## config.mk

```make
export PLATFORM = sky130hd
export DESIGN_NAME = cbt_cell
export DESIGN_NICKNAME = d
export VERILOG_FILES = /design/src/design/assert_macros.svh /design/src/design/cbt_pkg.sv /design/src/design/cbt_cell.sv
export SDC_FILE = /design/constraint.sdc
export NUM_CORES = 1
export LEC_CHECK = 0
export BUFFER_PORTS_ARGS = -buffer_cell sky130_fd_sc_hd__buf_4
export CAP_MARGIN = 20
export CORE_ASPECT_RATIO = 2
export CORE_MARGIN = 2
export CORE_UTILIZATION = 44
export CTS_CLUSTER_SIZE = 40
export DETAILED_ROUTE_END_ITERATION = 16
export GPL_ROUTABILITY_DRIVEN = 0
export GPL_TIMING_DRIVEN = 0
export PLACE_DENSITY = 0.67
export SYNTH_ARGS = -nofsm -noshare
export SYNTH_HDL_FRONTEND = slang
export SYNTH_SLANG_ARGS = --single-unit
```

## constraint.sdc

```tcl
create_clock -name clk -period 3.7 [get_ports clk]
set_clock_uncertainty 0.05 [all_clocks]
set_input_delay 0.74 -clock clk [delete_from_list [all_inputs] [get_ports clk]]
set_output_delay 0.74 -clock clk [all_outputs]
set_load 0.03 [all_outputs]
```

## src/design/assert_macros.svh

```systemverilog
// ----------------------------------------------------------------------------
// Assertion macros
// Shared concurrent assertion forms used across the design.
// ----------------------------------------------------------------------------
`ifndef ASSERT_MACROS_SVH
`define ASSERT_MACROS_SVH

// Same-cycle implication, checked outside reset.
`define ASSERT_IMPLIES(lbl, clk, rst_n, a, b) \
	lbl: assert property (@(posedge clk) disable iff (!rst_n) (a) |-> (b)) \
		else $error("assertion failed");

// Next-cycle implication, checked outside reset.
`define ASSERT_NEXT(lbl, clk, rst_n, a, b) \
	lbl: assert property (@(posedge clk) disable iff (!rst_n) (a) |=> (b)) \
		else $error("assertion failed");

`endif

```

## src/design/cbt_pkg.sv

```systemverilog
// ----------------------------------------------------------------------------
// cbt_pkg
// Types and constants shared by the counted bit trie cells and top level.
// ----------------------------------------------------------------------------
`default_nettype none

package cbt_pkg;

	localparam int FIELD_BITS = 18;

	typedef enum logic [1:0] {
		ACT_INSERT = 2'd0,
		ACT_ERASE  = 2'd1,
		ACT_QUERY  = 2'd2,
		ACT_NONE   = 2'd3
	} act_t;

	typedef struct packed {
		logic valid;
		act_t act;
	} cell_ctl_t;

endpackage

`default_nettype wire

```

## src/design/cbt_cell.sv

```systemverilog
// ----------------------------------------------------------------------------
// cbt_cell
// One trie level: holds the sibling count pairs of its level and steps a
// transaction down by one bit.
// ----------------------------------------------------------------------------
`default_nettype none

module cbt_cell #(
	parameter int KEY_BITS   = 18,
	parameter int COUNT_BITS = 16,
	parameter int LEVEL      = 1,
	parameter int CLR_BITS   = 17
) (
	input  wire logic                   clk,
	input  wire logic                   arst_n,
	input  wire cbt_pkg::cell_ctl_t     ctl_in,
	input  wire logic [KEY_BITS-1:0]    key_in,
	input  wire logic [KEY_BITS-1:0]    path_in,
	input  wire logic                   clr_en,
	input  wire logic [CLR_BITS-1:0]    clr_addr,
	output cbt_pkg::cell_ctl_t          ctl_out,
	output logic [KEY_BITS-1:0]         key_out,
	output logic [KEY_BITS-1:0]         path_out
);

	localparam int AW      = (LEVEL > 1) ? LEVEL - 1 : 1;
	localparam int DEPTH   = 1 << AW;
	localparam int BIT_POS = KEY_BITS - LEVEL;

	logic [2*COUNT_BITS-1:0] mem [DEPTH];
	logic [2*COUNT_BITS-1:0] rd_q;
	cbt_pkg::cell_ctl_t      ctl_s1;
	logic [KEY_BITS-1:0]     key_s1;
	logic [KEY_BITS-1:0]     path_s1;

	logic                    kbit;
	logic [COUNT_BITS-1:0]   c0;
	logic [COUNT_BITS-1:0]   c1;
	logic [COUNT_BITS-1:0]   cur;
	logic [COUNT_BITS-1:0]   alt;
	logic [COUNT_BITS-1:0]   new_cnt;
	logic [2*COUNT_BITS-1:0] new_row;
	logic                    wr_en;
	logic                    obit;

	always_ff @(posedge clk) begin
		if (clr_en) begin
			mem[clr_addr[AW-1:0]] <= '0;
		end else if (wr_en) begin
			mem[path_s1[AW-1:0]] <= new_row;
		end
		if (ctl_in.valid) begin
			rd_q    <= mem[path_in[AW-1:0]];
			key_s1  <= key_in;
			path_s1 <= path_in;
		end
	end

	always_ff @(posedge clk or negedge arst_n) begin
		if (!arst_n) begin
			ctl_s1 <= '{valid: 1'b0, act: cbt_pkg::ACT_NONE};
		end else begin
			ctl_s1 <= ctl_in;
		end
	end

	always_comb begin
		kbit    = key_s1[BIT_POS];
		c0      = rd_q[COUNT_BITS-1:0];
		c1      = rd_q[2*COUNT_BITS-1:COUNT_BITS];
		cur     = kbit ? c1 : c0;
		alt     = kbit ? c0 : c1;
		new_cnt = cur;
		obit    = kbit;
		wr_en   = 1'b0;
		case (ctl_s1.act)
			cbt_pkg::ACT_INSERT: begin
				wr_en = ctl_s1.valid;
				if (cur != '1) begin
					new_cnt = cur + COUNT_BITS'(1);
				end
			end
			cbt_pkg::ACT_ERASE: begin
				wr_en = ctl_s1.valid;
				if (cur != '0) begin
					new_cnt = cur - COUNT_BITS'(1);
				end
			end
			cbt_pkg::ACT_QUERY: begin
				obit = (alt != '0) ? ~kbit : kbit;
			end
			default: begin
				wr_en = 1'b0;
			end
		endcase
		new_row  = kbit ? {new_cnt, c0} : {c1, new_cnt};
		ctl_out  = ctl_s1;
		key_out  = key_s1;
		path_out = (path_s1 << 1) | KEY_BITS'(obit);
	end

endmodule

`default_nettype wire

```

## Word-level counts from Yosys, hierarchy flattened

Memory sizes are Yosys's and may differ from the RTL's. A register that Yosys moved wholly into a read port is not among the register bits.
Cells that the tools add are included.

- $add $sub $neg: 2
- Equality and inequality tests: 3
- Mux-type cells: 17
- Bitwise logic cells: 2
- Reductions and logical operators: 5

Operator list:

| kind | count |
|---|---|
| two-way mux 16 bit | 4 |
| two-way mux 32 bit | 2 |
| one-hot mux 16 bit (2 select lines) | 1 |
| nonzero test 16 bit | 2 |
| OR reduction 32 bit | 1 |
| OR 18 x 1 -> 18 bit | 1 |
| adder 16 x 1 -> 16 bit (second input constant) | 1 |
| != test 16 bit (second input constant) | 1 |
| subtractor 16 x 1 -> 16 bit (second input constant) | 1 |
| two-way mux 1 bit | 10 |
| equality test 2 x 1 -> 1 bit (second input constant) | 1 |
| equality test 2 bit (second input constant) | 1 |
| logical NOT 2 bit | 1 |
| OR reduction 2 bit | 1 |
| NOT 1 bit | 1 |

- Register bits after elaboration: 38
- RAM bits: 64
- Input port bits: 59
- Output and inout port bits: 39
- Logic and storage cells: 34
- Memories kept: 1

Memory list:

| memory | depth | bits a word | rd ports | clocked after Yosys merged registers in | write ports | RTL line | text |
|---|---|---|---|---|---|---|---|
| mem | 2 | 32 | 1 | 1 | 1 | cbt_cell.sv:30 | `logic [2*COUNT_BITS-1:0] mem [DEPTH];` |

## Depth between registers and ports, before layout

- Word-level depth: 8
- Gate-level depth with buffers: 18
- Depth with buffers taken out: 11

## Least setup slack after synthesis

Ideal clock, no wire load.

- Path kind: register to register
- Start point: reg key_s1[17], in the netlist key_out[17]
- End point: mem mem[0][22] (netlist bit), data pin
- Setup time: 0.258 ns
- Data arrival time: 3.367 ns
- Data required time: 3.392 ns
- Slack: 0.026 ns
- Stages on the path, launching flop included: 19
- Buffers on the path: 8
- Period minus slack after synthesis: 3.674 ns
- Cell sequence: edfxtp_1 > buf_6 > buf_8 > buf_6 > buf_6 > buf_2 > buf_6 > clkbuf_1 > mux2i_1 > inv_1 > ha_1 > nand4b_1 > a22oi_1 > a41oi_1 > buf_2 > and3_1 > o21ai_1 > xnor2_1 > and2_1

- Cells in the longest elaborated chain, start to end: 6
- Elaborated cells on any way between the ends: 10
- Those cells by class: add/sub (2); eq/ne (1); mux (6); reduce/logical (1)

RTL lines:

| item | RTL line | text |
|---|---|---|
| start, declared | cbt_cell.sv:33 | `logic [KEY_BITS-1:0] key_s1;` |
| start signal, assigned | cbt_cell.sv:54 | `key_s1 <= key_in;` |
| two-way mux 16 bit | cbt_cell.sv:71 | `cur = kbit ? c1 : c0;` |
| subtractor 16 x 1 -> 16 bit, or another cell as far along | cbt_cell.sv:86 | `new_cnt = cur - COUNT_BITS'(1);` |
| two-way mux 16 bit, on equally long branches | cbt_cell.sv:85, cbt_cell.sv:79 |  |
| one-hot mux 16 bit (2 select lines) | cbt_cell.sv:76 | `case (ctl_s1.act)` |
| two-way mux 32 bit (*) | cbt_cell.sv:96 | `new_row = kbit ? {new_cnt, c0} : {c1, new_cnt};` |
| two-way mux 32 bit (no line) (*) | -- |  |
| end, declared | cbt_cell.sv:30 |  |

Every way passes the cells marked *; elsewhere a longest branch is shown, timed or not.

## Worst setup path in the final report

- Start point: reg key_s1[17], in the netlist key_out[17]
- End point: mem mem[0][13] (netlist bit), data pin

Same word-level chain as after synthesis.

==> flow_summary.toml <==
[status]
status = "complete, no violations"

[power_and_ir_drop]
power.density_mw_per_mm2 = 492
p_switching_mw = 0.965
ir_worst_vdd_v = 0.000348
combPwrFrac_pct = 11.9
power.internal_mw = 2.88
power_frac_clock_pct = 40.0
p_leak_nw = 2.80
seqPwrFrac_pct = 48.1
power.total_mw = 3.85
swShare_pct = 25.1

[sta]
fin_ws_ps = 80.7
layout_worst_path_cycle_share_pct = 97.8
period_needed_ps = 3620
finalHoldWorstSlack_ps = 46.8
fmax_ghz = 0.276
relSlewSlack_pct = 37.6
finalHoldViolCount = 0
final-setup-viol-count = 0
worst_pin_slew_ps = 936
slew_viol_final = 0

[setup_path]
cp_common_cell = "buf_6"
end_kind = "flip-flop"
critPathSlowestCell = "a2111oi_0"
r2r_setup_slack_ps = 80
crit_chain = "buf_6, buf_8, buf_6, buf_8, buf_6, buf_6, mux2i_4, inv_2, ha_4, nand4b_1, a22oi_2, and2_1, a2111oi_0, a211o_1, o21ai_1"
crit_path_start = "key_out[17]$_DFFE_PP_"
critPathKind = "flip-flop to flip-flop"
slowest_delay_ps = 560
reg2reg_to = "mem[0][13]$_DFFE_PP_"
reg2reg_from = "key_out[17]$_DFFE_PP_"
required_ps = 3810
worst_r2r_path_depth = 15
critPathMaxFanout = 19
start_kind = "flip-flop"
critPathArrivalTime_ps = 3720

[synth]
yosysSeqAreaShare_pct = 64.3
syn_nets = 512
synth_warnings = 0
synth.top_cells.by_area = "edfxtp_1, mux2_2, nor2_1"
synth_top_family_by_area = "simple AND/OR/NAND/NOR gates"
syn_avg_cell_area_um2 = 13.9
ys.flop_type = "edfxtp_1"
synth-simple-area-share_pct = 13.4
synth_xor_area_share_pct = 2.53
synthCells = 450
synth_top_area_share_pct = 63.1
ys_types = 74
netlist_area_mm2 = 0.00624
synthAdderAreaFrac_pct = 0.602
synth_mux_area_share_pct = 7.70
async_flop_share_pct = 2.24
synth-seq-cells = 134
synth-edff-count = 131
synth_compound_area_share_pct = 8.92
synth.largest_area_cell = "edfxtp_1"

[layout]
layout-drive-gt1-share_pct = 37.1
nNetsFinal = 615
multi_input_area_mm2 = 0.00220
fillers = 1166
syn2layout_area_growth_pct = 25.4
seq_area_mm2 = 0.00401
diodes = 0

[route]
ant_nets = 0
drc_errors = 0
num_vias = 4418
wirelength_mm = 16.0
firstDrtPassIters = 5
viasPerCell = 5.85
wl_per_cell_um = 21.2
first_iter_violations = 417

[clock_tree]
cts_buffer_depth = 2
clk_latency_ps = 420
cts.clk_slew.worst_paths_ps = 60
root_buffer = "clkbuf_16"
clock_sinks = 134
cts_tree = "built"
htreeDepth = 4
numCtsBuffers = 17

[floorplanning]
start_util_pct = 44.9
row_count = 61
ioPinCount = 98
die_h_um = 172
die_w_um = 88.2
dieArea_mm2 = 0.0152
core_mm2 = 0.0139

[placement]
place_ws_ps = -601
io_buffer_count = 80
dp_hpwl_mm = 11.1

[job]
maxCapViolCount = 0

[grt]
antenna_found_initial = 0
grt_max_degree = 69
grt_pass1_wl_mm = 23.9
grt_pass1_vias = 4397
grt_overflow = 0
grt_usage_pct = 21.8

[worst_hold_path]
hold_path.class = "input port to asynchronous set/reset pin"
## cell families after synthesis
logic type | count (synthesis)
adders and majority gates | 3
and+or+nand+nor | 144
DFF | 134
muxes | 43
AOI/OAI and AO/OA | 82
buffers and inverters | 26
xor gates and xnor gates | 18
## how the worst max path moves through the flow
stage / endpoint / slack (ps) / cells after the start
2_1_floorplan: mem[0][22]$_DFFE_PP_ / 30 / 18
3_3_place_gp: mem[0][8]$_DFFE_PP_ / -1050 / 5
3_5_place_dp: mem[1][26]$_DFFE_PP_ / -600 / 18
4_1_cts: mem[0][24]$_DFFE_PP_ / 10 / 17
5_1_grt: mem[1][24]$_DFFE_PP_ / -10 / 17
6_report: mem[0][13]$_DFFE_PP_ / 80 / 15
## layer usage
| metal | vias up | share of wire, % | global-route usage, % |
|---|---|---|---|
| met5 | - | 0 | 0 |
| met4 | 0 | 7.6 | 14.3 |
| met3 | 95 | 5.4 | 4.92 |
| met2 | 238 | 54 | 39.2 |
| met1 | 2126 | 33 | 21.6 |
| li1 | 1959 | - | - |
## critical path, delay by kind of cell (launching register included)
kind,cells,cell delay (ps)
buffers and inverters,7,1070
DFF,1,360
AOI/OAI and AO/OA,4,1020
adders and majority gates,1,170
muxes,1,300
and+or+nand+nor,2,360
## synthesized netlist by cell type, types with 5 or more instances
cell type / count
edfxtp_1: 131
mux2_2: 35
nor2_1: 33
nand2_1: 25
a21oi_1: 17
o21ai_0: 16
nor3_1: 15
nand3_1: 9
xnor2_1: 9
xor2_1: 9
nand4_1: 7
nor4_1: 7
buf_6: 6
clkbuf_1: 6
mux2i_1: 6
nor3b_1: 6
o22ai_1: 6
inv_1: 5
o21ai_1: 5
## layout by cell type (no fill, tap or decap), drive strengths merged, types with 12 or more instances in the layout
master  Yosys  layout
buf        15     100
o21ai      22      22
nand2      25      25
nor2       33      33
nor3       16      16
a21oi      18      18
edfxtp    131     131
clkinv      0      12
mux2       37      37
clkbuf      6      22
## flip-flops by register name, indices dropped and copies added (netlist names)
| signal | flops |
|---|---|
| ctl_out | 3 |
| key_out | 18 |
| rd_q | 32 |
| mem | 64 |
| path_s1 | 17 |
## power groups by stage
| stage | Combinational [mW] | Sequential [mW] | Clock [mW] |
|---|---|---|---|
| 5_1_grt | 0.487 | 1.86 | 1.63 |
| 4_1_cts | 0.440 | 1.85 | 1.58 |
| 3_5_place_dp | 0.431 | 1.88 | 0 |
| 2_1_floorplan | 0.196 | 1.92 | 0 |
| 6_report | 0.459 | 1.85 | 1.54 |
| 3_3_place_gp | 0.416 | 1.87 | 0 |
## cell type report
type                    count  share of cell area, %
clock inverters            15                   1.47
clock buffers              17                   5.44
inverters                   5                  0.240
multi-input cells         290                   28.1
well taps                 189                   3.02
plain buffers              20                   2.05
flip-flops and latches    134                   51.3
repair buffers             85                   8.38
## per-stage QoR
stage / cells / instance area, um2 / util (%) / setup TNS, ps
global route: 755 / 7830 / 56.3 / -52.7
global placement: 719 / 7080 / 50.9 / -59390
finish: 755 / 7830 / 56.3 / 0
floorplan: 450 / 6240 / - / 0
detailed placement: 720 / 7120 / 51.2 / -29820
CTS: 752 / 7710 / 55.5 / 0
## repair_timing
| action | CTS | global route |
|---|---|---|
| cloned | 0 | 1 |
| setup buffers | 1 | 2 |
| pin swaps | 1 | 3 |
| gates resized for setup | 13 | 31 |
| endpoints found under the setup margin | 65 | 61 |
| hold buffers | 0 | 0 |
Note: power is estimated with default switching activity, not from simulation.
